$ cat src/rtl/core/i4gq_pkg.sv
// ----------------------------------------------------------------------------
// i4gq_pkg
// Shared types and constants of the 4-bit group-quantized dot product core.
// ----------------------------------------------------------------------------
package i4gq_pkg;

    // Lane structure of one weight word.
    localparam int LANES     = 8;
    localparam int CODE_BITS = 4;
    localparam int ACT_W     = 16;
    localparam int COEF_W    = 16;

    // Datapath widths. A lane product is 16 x 4 bits and fits in 20 signed bits.
    localparam int PROD_W = ACT_W + CODE_BITS;
    localparam int DOT_W  = PROD_W + 3;
    localparam int ASUM_W = ACT_W + 3;
    localparam int GDOT_W = 28;
    localparam int GSUM_W = 24;
    localparam int PDOT_W = COEF_W + GDOT_W;
    localparam int PSUM_W = COEF_W + GSUM_W;
    localparam int CTRB_W = PDOT_W + 1;
    localparam int ACC_W  = 48;

    // Queue between the front and the back.
    localparam int QUEUE_DEPTH = 4;
    localparam int QPTR_W      = $clog2(QUEUE_DEPTH);
    localparam int QCNT_W      = QPTR_W + 1;

    // Boundary codes. The reserved code behaves like an output end.
    localparam logic [1:0] BND_INNER      = 2'd0;
    localparam logic [1:0] BND_GROUP_END  = 2'd1;
    localparam logic [1:0] BND_OUTPUT_END = 2'd2;
    localparam logic [1:0] BND_RESERVED   = 2'd3;

    typedef struct packed {
        logic        [31:0] weight_word;
        logic signed [15:0] act_0;
        logic signed [15:0] act_1;
        logic signed [15:0] act_2;
        logic signed [15:0] act_3;
        logic signed [15:0] act_4;
        logic signed [15:0] act_5;
        logic signed [15:0] act_6;
        logic signed [15:0] act_7;
        logic signed [15:0] group_scale;
        logic signed [15:0] group_bias;
        logic        [1:0]  boundary;
    } item_t;

    typedef struct packed {
        logic signed [47:0] dot_result;
        logic               saturated;
    } result_t;

    // One classified word as it travels from the front to the back.
    typedef struct packed {
        logic signed [DOT_W-1:0]  dot;
        logic signed [ASUM_W-1:0] act_sum;
        logic signed [COEF_W-1:0] scale;
        logic signed [COEF_W-1:0] bias;
        logic                     group_end;
        logic                     output_end;
    } q_entry_t;

endpackage

$ cat src/rtl/core/int4_group_quant_dot_product_core.sv
// ----------------------------------------------------------------------------
// int4_group_quant_dot_product_core
// Streaming dot product of 4-bit group-quantized weights with Q8.8 activations.
// ----------------------------------------------------------------------------
// Usage: the item channel (item_valid, item_ready, item) carries one transaction
// per weight word: eight unsigned 4-bit codes, the eight paired activations, the
// group's scale and bias, and a boundary code (inside group, group end, or
// output end). The result channel (result_valid, result_ready, result) carries
// one transaction per output end: the 48-bit value with 20 fraction bits and a
// sticky flag that is set if any accumulator clipped during that output.
// Throughput is one item per cycle while item_ready stays high. The front
// registers the lane products and reduces them into a four-entry queue; the
// back accumulates the group, folds it through two 16 x 28 and 16 x 24
// multipliers, and updates the output accumulator, each in a stage of its
// own. The item that ends an output passes the front register, the queue, the
// operand, product and contribution stages and then the result register.
// When the receiver stalls, the result register holds; the back keeps
// taking words until another output end needs that register, then the queue
// fills and item_ready drops. Reset clears all accumulators and empties the
// queue and pipeline; no result is pending after reset.
// ----------------------------------------------------------------------------
module int4_group_quant_dot_product_core
    import i4gq_pkg::*;
(
    input  logic    clk,
    input  logic    rst_n,
    input  logic    item_valid,
    output logic    item_ready,
    input  item_t   item,
    output logic    result_valid,
    input  logic    result_ready,
    output result_t result
);

    logic     push_valid;
    logic     push_ready;
    q_entry_t push_entry;
    logic     pop_valid;
    logic     pop_ready;
    q_entry_t pop_entry;

    // Lane products, lane reduction and boundary classification.
    i4gq_front u_front (
        .clk        (clk),
        .rst_n      (rst_n),
        .item_valid (item_valid),
        .item_ready (item_ready),
        .item       (item),
        .push_valid (push_valid),
        .push_ready (push_ready),
        .push_entry (push_entry)
    );

    // Decouples the front from stalls of the fold and result stages.
    i4gq_queue u_queue (
        .clk        (clk),
        .rst_n      (rst_n),
        .push_valid (push_valid),
        .push_ready (push_ready),
        .push_entry (push_entry),
        .pop_valid  (pop_valid),
        .pop_ready  (pop_ready),
        .pop_entry  (pop_entry)
    );

    // Group and output accumulation with saturation.
    i4gq_back u_back (
        .clk          (clk),
        .rst_n        (rst_n),
        .pop_valid    (pop_valid),
        .pop_ready    (pop_ready),
        .pop_entry    (pop_entry),
        .result_valid (result_valid),
        .result_ready (result_ready),
        .result       (result)
    );

endmodule

$ cat src/rtl/core/i4gq_front.sv
// ----------------------------------------------------------------------------
// i4gq_front
// Accepts items, forms the eight lane products and classifies the boundary,
// then hands the word's dot product and activation sum to the queue.
// ----------------------------------------------------------------------------
module i4gq_front
    import i4gq_pkg::*;
(
    input  logic     clk,
    input  logic     rst_n,
    input  logic     item_valid,
    output logic     item_ready,
    input  item_t    item,
    output logic     push_valid,
    input  logic     push_ready,
    output q_entry_t push_entry
);

    logic                     s1_valid_reg;
    logic signed [PROD_W-1:0] s1_prod_reg [LANES];
    logic signed [ACT_W-1:0]  s1_act_reg  [LANES];
    logic signed [COEF_W-1:0] s1_scale_reg;
    logic signed [COEF_W-1:0] s1_bias_reg;
    logic                     s1_group_end_reg;
    logic                     s1_output_end_reg;

    logic signed [ACT_W-1:0]  act_lane [LANES];
    logic signed [PROD_W-1:0] s1_prod_next [LANES];
    logic                     take;

    assign act_lane[0] = item.act_0;
    assign act_lane[1] = item.act_1;
    assign act_lane[2] = item.act_2;
    assign act_lane[3] = item.act_3;
    assign act_lane[4] = item.act_4;
    assign act_lane[5] = item.act_5;
    assign act_lane[6] = item.act_6;
    assign act_lane[7] = item.act_7;

    assign item_ready = !s1_valid_reg || push_ready;
    assign take       = item_valid && item_ready;

    // Signed activation times unsigned code, one small multiplier per lane.
    always_comb
    begin
        logic signed [PROD_W:0] full [LANES];
        for (int i = 0; i < LANES; i++)
        begin
            full[i] = act_lane[i] * $signed({1'b0, item.weight_word[CODE_BITS*i +: CODE_BITS]});
            s1_prod_next[i] = full[i][PROD_W-1:0];
        end
    end

    always_ff @(posedge clk or negedge rst_n)
    begin
        if (!rst_n)
        begin
            s1_valid_reg <= 1'b0;
        end
        else if (item_ready)
        begin
            s1_valid_reg <= item_valid;
        end
    end

    always_ff @(posedge clk)
    begin
        if (take)
        begin
            for (int i = 0; i < LANES; i++)
            begin
                s1_prod_reg[i] <= s1_prod_next[i];
                s1_act_reg[i]  <= act_lane[i];
            end
            s1_scale_reg      <= item.group_scale;
            s1_bias_reg       <= item.group_bias;
            s1_group_end_reg  <= (item.boundary != BND_INNER);
            s1_output_end_reg <= (item.boundary == BND_OUTPUT_END) ||
                                 (item.boundary == BND_RESERVED);
        end
    end

    // Reduce the lanes of the registered word into the queue entry.
    always_comb
    begin
        logic [DOT_W-1:0]  dot_acc;
        logic [ASUM_W-1:0] sum_acc;
        dot_acc = '0;
        sum_acc = '0;
        for (int i = 0; i < LANES; i++)
        begin
            dot_acc = dot_acc + {{(DOT_W-PROD_W){s1_prod_reg[i][PROD_W-1]}}, s1_prod_reg[i]};
            sum_acc = sum_acc + {{(ASUM_W-ACT_W){s1_act_reg[i][ACT_W-1]}}, s1_act_reg[i]};
        end
        push_entry.dot        = dot_acc;
        push_entry.act_sum    = sum_acc;
        push_entry.scale      = s1_scale_reg;
        push_entry.bias       = s1_bias_reg;
        push_entry.group_end  = s1_group_end_reg;
        push_entry.output_end = s1_output_end_reg;
    end

    assign push_valid = s1_valid_reg;

endmodule

$ cat src/rtl/core/i4gq_queue.sv
// ----------------------------------------------------------------------------
// i4gq_queue
// Short first-in first-out buffer of classified words between front and back.
// ----------------------------------------------------------------------------
module i4gq_queue
    import i4gq_pkg::*;
(
    input  logic     clk,
    input  logic     rst_n,
    input  logic     push_valid,
    output logic     push_ready,
    input  q_entry_t push_entry,
    output logic     pop_valid,
    input  logic     pop_ready,
    output q_entry_t pop_entry
);

    q_entry_t          mem [QUEUE_DEPTH];
    logic [QPTR_W-1:0] wr_ptr_reg;
    logic [QPTR_W-1:0] rd_ptr_reg;
    logic [QCNT_W-1:0] count_reg;
    logic [QCNT_W-1:0] count_next;
    logic              push;
    logic              pop;

    assign push_ready = (count_reg != QCNT_W'(QUEUE_DEPTH));
    assign pop_valid  = (count_reg != '0);
    assign push       = push_valid && push_ready;
    assign pop        = pop_valid && pop_ready;
    assign pop_entry  = mem[rd_ptr_reg];

    always_comb
    begin
        count_next = count_reg;
        if (push && !pop)
        begin
            count_next = count_reg + 1'b1;
        end
        else if (pop && !push)
        begin
            count_next = count_reg - 1'b1;
        end
    end

    always_ff @(posedge clk or negedge rst_n)
    begin
        if (!rst_n)
        begin
            wr_ptr_reg <= '0;
            rd_ptr_reg <= '0;
            count_reg  <= '0;
        end
        else
        begin
            if (push)
            begin
                wr_ptr_reg <= wr_ptr_reg + 1'b1;
            end
            if (pop)
            begin
                rd_ptr_reg <= rd_ptr_reg + 1'b1;
            end
            count_reg <= count_next;
        end
    end

    always_ff @(posedge clk)
    begin
        if (push)
        begin
            mem[wr_ptr_reg] <= push_entry;
        end
    end

endmodule

$ cat src/rtl/core/i4gq_back.sv
// ----------------------------------------------------------------------------
// i4gq_back
// Group accumulation, group fold (scale and bias products) and the saturating
// output accumulator, with the result register at the end.
// ----------------------------------------------------------------------------
module i4gq_back
    import i4gq_pkg::*;
(
    input  logic     clk,
    input  logic     rst_n,
    input  logic     pop_valid,
    output logic     pop_ready,
    input  q_entry_t pop_entry,
    output logic     result_valid,
    input  logic     result_ready,
    output result_t  result
);

    localparam logic signed [GDOT_W-1:0] GDOT_MAX = {1'b0, {(GDOT_W-1){1'b1}}};
    localparam logic signed [GDOT_W-1:0] GDOT_MIN = {1'b1, {(GDOT_W-1){1'b0}}};
    localparam logic signed [GSUM_W-1:0] GSUM_MAX = {1'b0, {(GSUM_W-1){1'b1}}};
    localparam logic signed [GSUM_W-1:0] GSUM_MIN = {1'b1, {(GSUM_W-1){1'b0}}};
    localparam logic signed [ACC_W-1:0]  ACC_MAX  = {1'b0, {(ACC_W-1){1'b1}}};
    localparam logic signed [ACC_W-1:0]  ACC_MIN  = {1'b1, {(ACC_W-1){1'b0}}};

    // Group accumulators.
    logic signed [GDOT_W-1:0] gdot_reg;
    logic signed [GSUM_W-1:0] gsum_reg;
    logic                     gclip_reg;

    // Operand stage of the fold.
    logic                     m_valid_reg;
    logic signed [GDOT_W-1:0] m_gdot_reg;
    logic signed [GSUM_W-1:0] m_gsum_reg;
    logic signed [COEF_W-1:0] m_scale_reg;
    logic signed [COEF_W-1:0] m_bias_reg;
    logic                     m_output_end_reg;
    logic                     m_clip_reg;

    // Product stage.
    logic                     p_valid_reg;
    logic signed [PDOT_W-1:0] p_dot_reg;
    logic signed [PSUM_W-1:0] p_sum_reg;
    logic                     p_output_end_reg;
    logic                     p_clip_reg;

    // Contribution stage.
    logic                     c_valid_reg;
    logic signed [CTRB_W-1:0] c_contrib_reg;
    logic                     c_output_end_reg;
    logic                     c_clip_reg;

    // Output accumulator and result register.
    logic signed [ACC_W-1:0]  acc_reg;
    logic                     aclip_reg;
    logic                     out_valid_reg;
    result_t                  out_reg;

    logic                     m_ready;
    logic                     p_ready;
    logic                     c_ready;
    logic                     a_take;
    logic                     g_take;

    logic [GDOT_W:0]          gdot_sum;
    logic [GSUM_W:0]          gsum_sum;
    logic signed [GDOT_W-1:0] gdot_next;
    logic signed [GSUM_W-1:0] gsum_next;
    logic                     gclip_next;
    logic signed [PDOT_W-1:0] p_dot_next;
    logic signed [PSUM_W-1:0] p_sum_next;
    logic [CTRB_W-1:0]        c_contrib_next;
    logic [ACC_W:0]           acc_sum;
    logic signed [ACC_W-1:0]  acc_next;
    logic                     aclip_next;

    // Stage readiness, back to front.
    assign a_take  = c_valid_reg && (!c_output_end_reg || !out_valid_reg || result_ready);
    assign c_ready = !c_valid_reg || a_take;
    assign p_ready = !p_valid_reg || c_ready;
    assign m_ready = !m_valid_reg || p_ready;

    // A word inside a group only updates the group state; a group end also
    // needs room in the fold pipeline.
    assign pop_ready = !pop_entry.group_end || m_ready;
    assign g_take    = pop_valid && pop_ready;

    always_comb
    begin
        gdot_sum = {gdot_reg[GDOT_W-1], gdot_reg} +
                   {{(GDOT_W+1-DOT_W){pop_entry.dot[DOT_W-1]}}, pop_entry.dot};
        gsum_sum = {gsum_reg[GSUM_W-1], gsum_reg} +
                   {{(GSUM_W+1-ASUM_W){pop_entry.act_sum[ASUM_W-1]}}, pop_entry.act_sum};
        gclip_next = gclip_reg;
        if (gdot_sum[GDOT_W] != gdot_sum[GDOT_W-1])
        begin
            gdot_next  = gdot_sum[GDOT_W] ? GDOT_MIN : GDOT_MAX;
            gclip_next = 1'b1;
        end
        else
        begin
            gdot_next = gdot_sum[GDOT_W-1:0];
        end
        if (gsum_sum[GSUM_W] != gsum_sum[GSUM_W-1])
        begin
            gsum_next  = gsum_sum[GSUM_W] ? GSUM_MIN : GSUM_MAX;
            gclip_next = 1'b1;
        end
        else
        begin
            gsum_next = gsum_sum[GSUM_W-1:0];
        end
    end

    assign p_dot_next = m_scale_reg * m_gdot_reg;
    assign p_sum_next = m_bias_reg * m_gsum_reg;

    assign c_contrib_next = {p_dot_reg[PDOT_W-1], p_dot_reg} +
                            {{(CTRB_W-PSUM_W){p_sum_reg[PSUM_W-1]}}, p_sum_reg};

    always_comb
    begin
        acc_sum = {acc_reg[ACC_W-1], acc_reg} +
                  {{(ACC_W+1-CTRB_W){c_contrib_reg[CTRB_W-1]}}, c_contrib_reg};
        aclip_next = aclip_reg || c_clip_reg;
        if (acc_sum[ACC_W] != acc_sum[ACC_W-1])
        begin
            acc_next   = acc_sum[ACC_W] ? ACC_MIN : ACC_MAX;
            aclip_next = 1'b1;
        end
        else
        begin
            acc_next = acc_sum[ACC_W-1:0];
        end
    end

    always_ff @(posedge clk or negedge rst_n)
    begin
        if (!rst_n)
        begin
            gdot_reg      <= '0;
            gsum_reg      <= '0;
            gclip_reg     <= 1'b0;
            m_valid_reg   <= 1'b0;
            p_valid_reg   <= 1'b0;
            c_valid_reg   <= 1'b0;
            acc_reg       <= '0;
            aclip_reg     <= 1'b0;
            out_valid_reg <= 1'b0;
        end
        else
        begin
            if (g_take)
            begin
                if (pop_entry.group_end)
                begin
                    gdot_reg  <= '0;
                    gsum_reg  <= '0;
                    gclip_reg <= 1'b0;
                end
                else
                begin
                    gdot_reg  <= gdot_next;
                    gsum_reg  <= gsum_next;
                    gclip_reg <= gclip_next;
                end
            end
            if (m_ready)
            begin
                m_valid_reg <= g_take && pop_entry.group_end;
            end
            if (p_ready)
            begin
                p_valid_reg <= m_valid_reg;
            end
            if (c_ready)
            begin
                c_valid_reg <= p_valid_reg;
            end
            if (a_take)
            begin
                if (c_output_end_reg)
                begin
                    acc_reg   <= '0;
                    aclip_reg <= 1'b0;
                end
                else
                begin
                    acc_reg   <= acc_next;
                    aclip_reg <= aclip_next;
                end
            end
            if (a_take && c_output_end_reg)
            begin
                out_valid_reg <= 1'b1;
            end
            else if (result_ready)
            begin
                out_valid_reg <= 1'b0;
            end
        end
    end

    always_ff @(posedge clk)
    begin
        if (g_take && pop_entry.group_end && m_ready)
        begin
            m_gdot_reg       <= gdot_next;
            m_gsum_reg       <= gsum_next;
            m_scale_reg      <= pop_entry.scale;
            m_bias_reg       <= pop_entry.bias;
            m_output_end_reg <= pop_entry.output_end;
            m_clip_reg       <= gclip_next;
        end
        if (p_ready && m_valid_reg)
        begin
            p_dot_reg        <= p_dot_next;
            p_sum_reg        <= p_sum_next;
            p_output_end_reg <= m_output_end_reg;
            p_clip_reg       <= m_clip_reg;
        end
        if (c_ready && p_valid_reg)
        begin
            c_contrib_reg    <= c_contrib_next;
            c_output_end_reg <= p_output_end_reg;
            c_clip_reg       <= p_clip_reg;
        end
        if (a_take && c_output_end_reg)
        begin
            out_reg.dot_result <= acc_next;
            out_reg.saturated  <= aclip_next;
        end
    end

    assign result_valid = out_valid_reg;
    assign result       = out_reg;

endmodule

$ cat config.mk
export PLATFORM = sky130hd
export DESIGN_NAME = int4_group_quant_dot_product_core
export DESIGN_NICKNAME = d
export VERILOG_FILES = /design/src/rtl/core/i4gq_pkg.sv /design/src/rtl/core/int4_group_quant_dot_product_core.sv /design/src/rtl/core/i4gq_front.sv /design/src/rtl/core/i4gq_queue.sv /design/src/rtl/core/i4gq_back.sv
export SDC_FILE = /design/constraint.sdc
export NUM_CORES = 2
export LEC_CHECK = 0
export BUFFER_PORTS_ARGS = -buffer_cell sky130_fd_sc_hd__clkbuf_2
export CORE_MARGIN = 8
export CORE_UTILIZATION = 45
export CTS_CLUSTER_SIZE = 20
export DETAILED_ROUTE_END_ITERATION = 8
export GPL_TIMING_DRIVEN = 0
export PLACE_DENSITY = 0.59
export SYNTH_ARGS = -nofsm -noshare
export SYNTH_HDL_FRONTEND = slang
export SYNTH_SLANG_ARGS = --single-unit
$ cat constraint.sdc
create_clock -name clk -period 14.11 [get_ports clk]
set_input_delay 2.822 -clock clk [delete_from_list [all_inputs] [get_ports clk]]
set_output_delay 2.822 -clock clk [all_outputs]
set_load 0.005 [all_outputs]
==> impl_metrics.env <==
export IMPL_status="finished clean"
export IMPL_ios=249
export IMPL_root_buffer="clkbuf_16"
export IMPL_synth_yosys_seq_area_share_pct=30.83
export IMPL_period_share_pct=61.72
export IMPL_timing_rr_start="u_back.m_gsum_reg[8]"
export IMPL_antenna_left=0
export IMPL_ctsHtreeMaxLevel=3
export IMPL_largest_reg_flops=304
export IMPL_rr_worst_depth=22
export IMPL_cts_tree="built"
export IMPL_synth_warnings=0
export IMPL_cp_end_kind="flop"
export IMPL_min_to="u_back.c_clip_reg"
export IMPL_layout_common_cells="1843 x inv_1, 1255 x fa_1, 894 x edfxtp_1"
export IMPL_pre_cts_ws_ps=5674
export IMPL_ys_async_sr_fraction_pct=11.31
export IMPL_vias=63240
export IMPL_synth_cell_types=99
export IMPL_routabilityCongestion=0.9453
export IMPL_yosysTopAreaCellShare_pct=27.87
export IMPL_drtPass1Iterations=5
export IMPL_drv_slew=0
export IMPL_synth_flop_cell="edfxtp_1"
export IMPL_clkLatencyLatePin_ps=780
export IMPL_ys_seq_elements=1008
export IMPL_clock_fmax_ghz=0.1148
export IMPL_yosys_area_top_type="edfxtp_1"
export IMPL_crit_path_start_kind="flop"
export IMPL_remaining_drc_errors=0
export IMPL_gr_usage_all_layers_pct=21.70
export IMPL_rr_endpoint="u_back.p_sum_reg[36]"
export IMPL_path_max_fanout=10
export IMPL_clk_transition_reported_paths_ps=60
export IMPL_initial_core_util_pct=45.06
export IMPL_worstSetupStartpoint="u_back.m_gsum_reg[8]"
export IMPL_fin_ws_ps=5402
export IMPL_maxSlewHeadroom_pct=16.15
export IMPL_die_h_um=478.7
export IMPL_worst_slew_pin_slew_ps=1258
export IMPL_post_cts_repair_setup_buffers=0
export IMPL_grt_overflow_total=0
export IMPL_reg2reg_slack_ps=5400
export IMPL_wire_per_inst_um=20.05
export IMPL_cts_repair_resized=0
export IMPL_port_buffers=248
export IMPL_final_layout_size_suffix_gt1_share_pct=6.939
export IMPL_synth_edff_count=894
export IMPL_dp_hpwl_um=204900
export IMPL_critPathKind="flop to flop"
export IMPL_row_count=170
export IMPL_netlist_instances=8989
export IMPL_hold_depth=0
export IMPL_worstHoldStart="u_back.p_clip_reg"
export IMPL_dieWidth_um=478.7
export IMPL_cap_viol_max_count=0
export IMPL_grt_pass1_vias=67820
export IMPL_cts_hold_buf=0
export IMPL_hold_path_class="flop to flop"
export IMPL_antenna_found_initial=5
export IMPL_avgSynthCellArea_um2=10.72
export IMPL_cts_buffers=114
export IMPL_final_common_cell="inv_1"
export IMPL_fin_crit_ps=8708
export IMPL_syn_to_final_growth_pct=9.551
export IMPL_cp_arrival_ps=9120
export IMPL_setup_viol=0
export IMPL_vias_per_cell=5.137
export IMPL_totalWireLength_um=246900
export IMPL_hold_viol=0
export IMPL_clk_path_buf_depth=3
export IMPL_cp_required_ps=14530
export IMPL_syn_area_um2=96330
export IMPL_fp_coreArea_um2=213800
export IMPL_fin_nets=11550
export IMPL_fin_skew_ps=93.93
export IMPL_rsz0062_at_grt="false"
export IMPL_grt_pass1_wl_um=387100
export IMPL_cts_sinks=1008
export IMPL_drtIter0Drc=3486
export IMPL_synth_area_leaders="edfxtp_1 28%, fa_1 26%, ha_1 9.5%, inv_1 7.2%, and2_1 4.8%"
export IMPL_grt_max_degree=67
export IMPL_synth_fp_nets=11170
export IMPL_die_area_um2=229100
-- layer usage --
layer  wire, um  vias to the layer above  track usage, %
met5          0                        -               0
met4      11850                        0           8.571
met3      10090                      425           2.616
met2     122200                     1406           38.62
met1     102700                    31790           26.94
li1           -                    29620               -
-- through the flow --
stage | hold WS [ps] | util, % | TNS, ps | instance area, um2 | instances
6_report | 434.7 | 49.37 | 0 | 105500 | 12310
3_3_place_gp | 409.6 | 47.31 | -125990 | 101100 | 12080
3_5_place_dp | 430.3 | 47.53 | 0 | 101600 | 12090
5_1_grt | 444.0 | 49.36 | 0 | 105500 | 12310
2_1_floorplan | 400.3 | - | 0 | 96330 | 8989
4_1_cts | 431.8 | 49.36 | 0 | 105500 | 12310
-- cell usage after synthesis (11+ instances only) --
cell type / n
a2111oi_0: 11
a211o_1: 11
a211oi_1: 29
a21o_1: 162
a21oi_1: 313
a221o_1: 15
a22o_1: 23
a31oi_1: 25
and2_1: 732
and3_1: 25
buf_1: 14
buf_2: 24
clkbuf_1: 209
dfrtp_1: 114
edfxtp_1: 894
fa_1: 1255
ha_1: 729
inv_1: 1844
maj3_1: 37
mux4_2: 76
nand2_1: 805
nand2b_1: 60
nand3_1: 65
nand4_1: 26
nor2_1: 308
nor2b_1: 51
nor3_1: 74
o211ai_1: 17
o21a_1: 55
o21ai_0: 186
o21ai_1: 46
o21bai_1: 74
o31ai_1: 22
o41ai_1: 11
or2_2: 18
or3_1: 14
xnor2_1: 322
xor2_1: 111
-- critical path, cell delays in order (launching register included) --
cell and delay (ps):
edfxtp_1 740, clkbuf_1 730, nand2_1 180, fa_1 570, inv_1 60, fa_1 490
fa_1 600, fa_1 480, fa_1 510, inv_1 50, fa_1 470, inv_1 40
ha_1 360, a21o_1 180, a21o_1 170, a21oi_1 180, o21ai_0 100, o21ai_0 150
o21ai_0 250, a221oi_1 570, a211oi_1 250, o41a_1 460, a21oi_1 720
-- cells by family (layout without fill, tap and decap cells) --
logic type | Yosys count | after routing | synth area share, %
fa+ha+maj | 2021 | 2021 | 35.93
buf+inv | 2100 | 2579 | 8.266
mux | 81 | 81 | 1.830
other cells | 0 | 5 | 0
compound gates | 1125 | 1125 | 7.746
xor+xnor | 434 | 434 | 3.965
flops | 1008 | 1008 | 30.83
simple gates | 2220 | 2220 | 11.43
-- area by class of cell --
cell class | instances | area [um2]
antenna | 5 | 12.51
buffer | 255 | 1037
clock buffer | 134 | 2989
clock inverter | 80 | 935.9
fill | 19590 | 108200
inverter | 1845 | 6927
multi-input combinational | 5881 | 58720
sequential | 1008 | 29700
tap | 2838 | 3551
timing repair buffer | 265 | 1665
-- worst max-delay path by stage --
stage | endpoint | slack [ps] | cells after the start
6_report | u_back.p_sum_reg[36] | 5400 | 22
5_1_grt | u_back.p_sum_reg[36] | 5100 | 22
4_1_cts | u_back.p_sum_reg[36] | 5570 | 22
3_5_place_dp | u_back.p_sum_reg[36] | 5670 | 22
3_3_place_gp | u_front.s1_act_reg[0][15] | -540 | 2
2_1_floorplan | u_front.s1_act_reg[0][0] | 3300 | 1
Power is not shown: default switching activity piles up to over one toggle a cycle in this logic, so the estimate is an artifact.
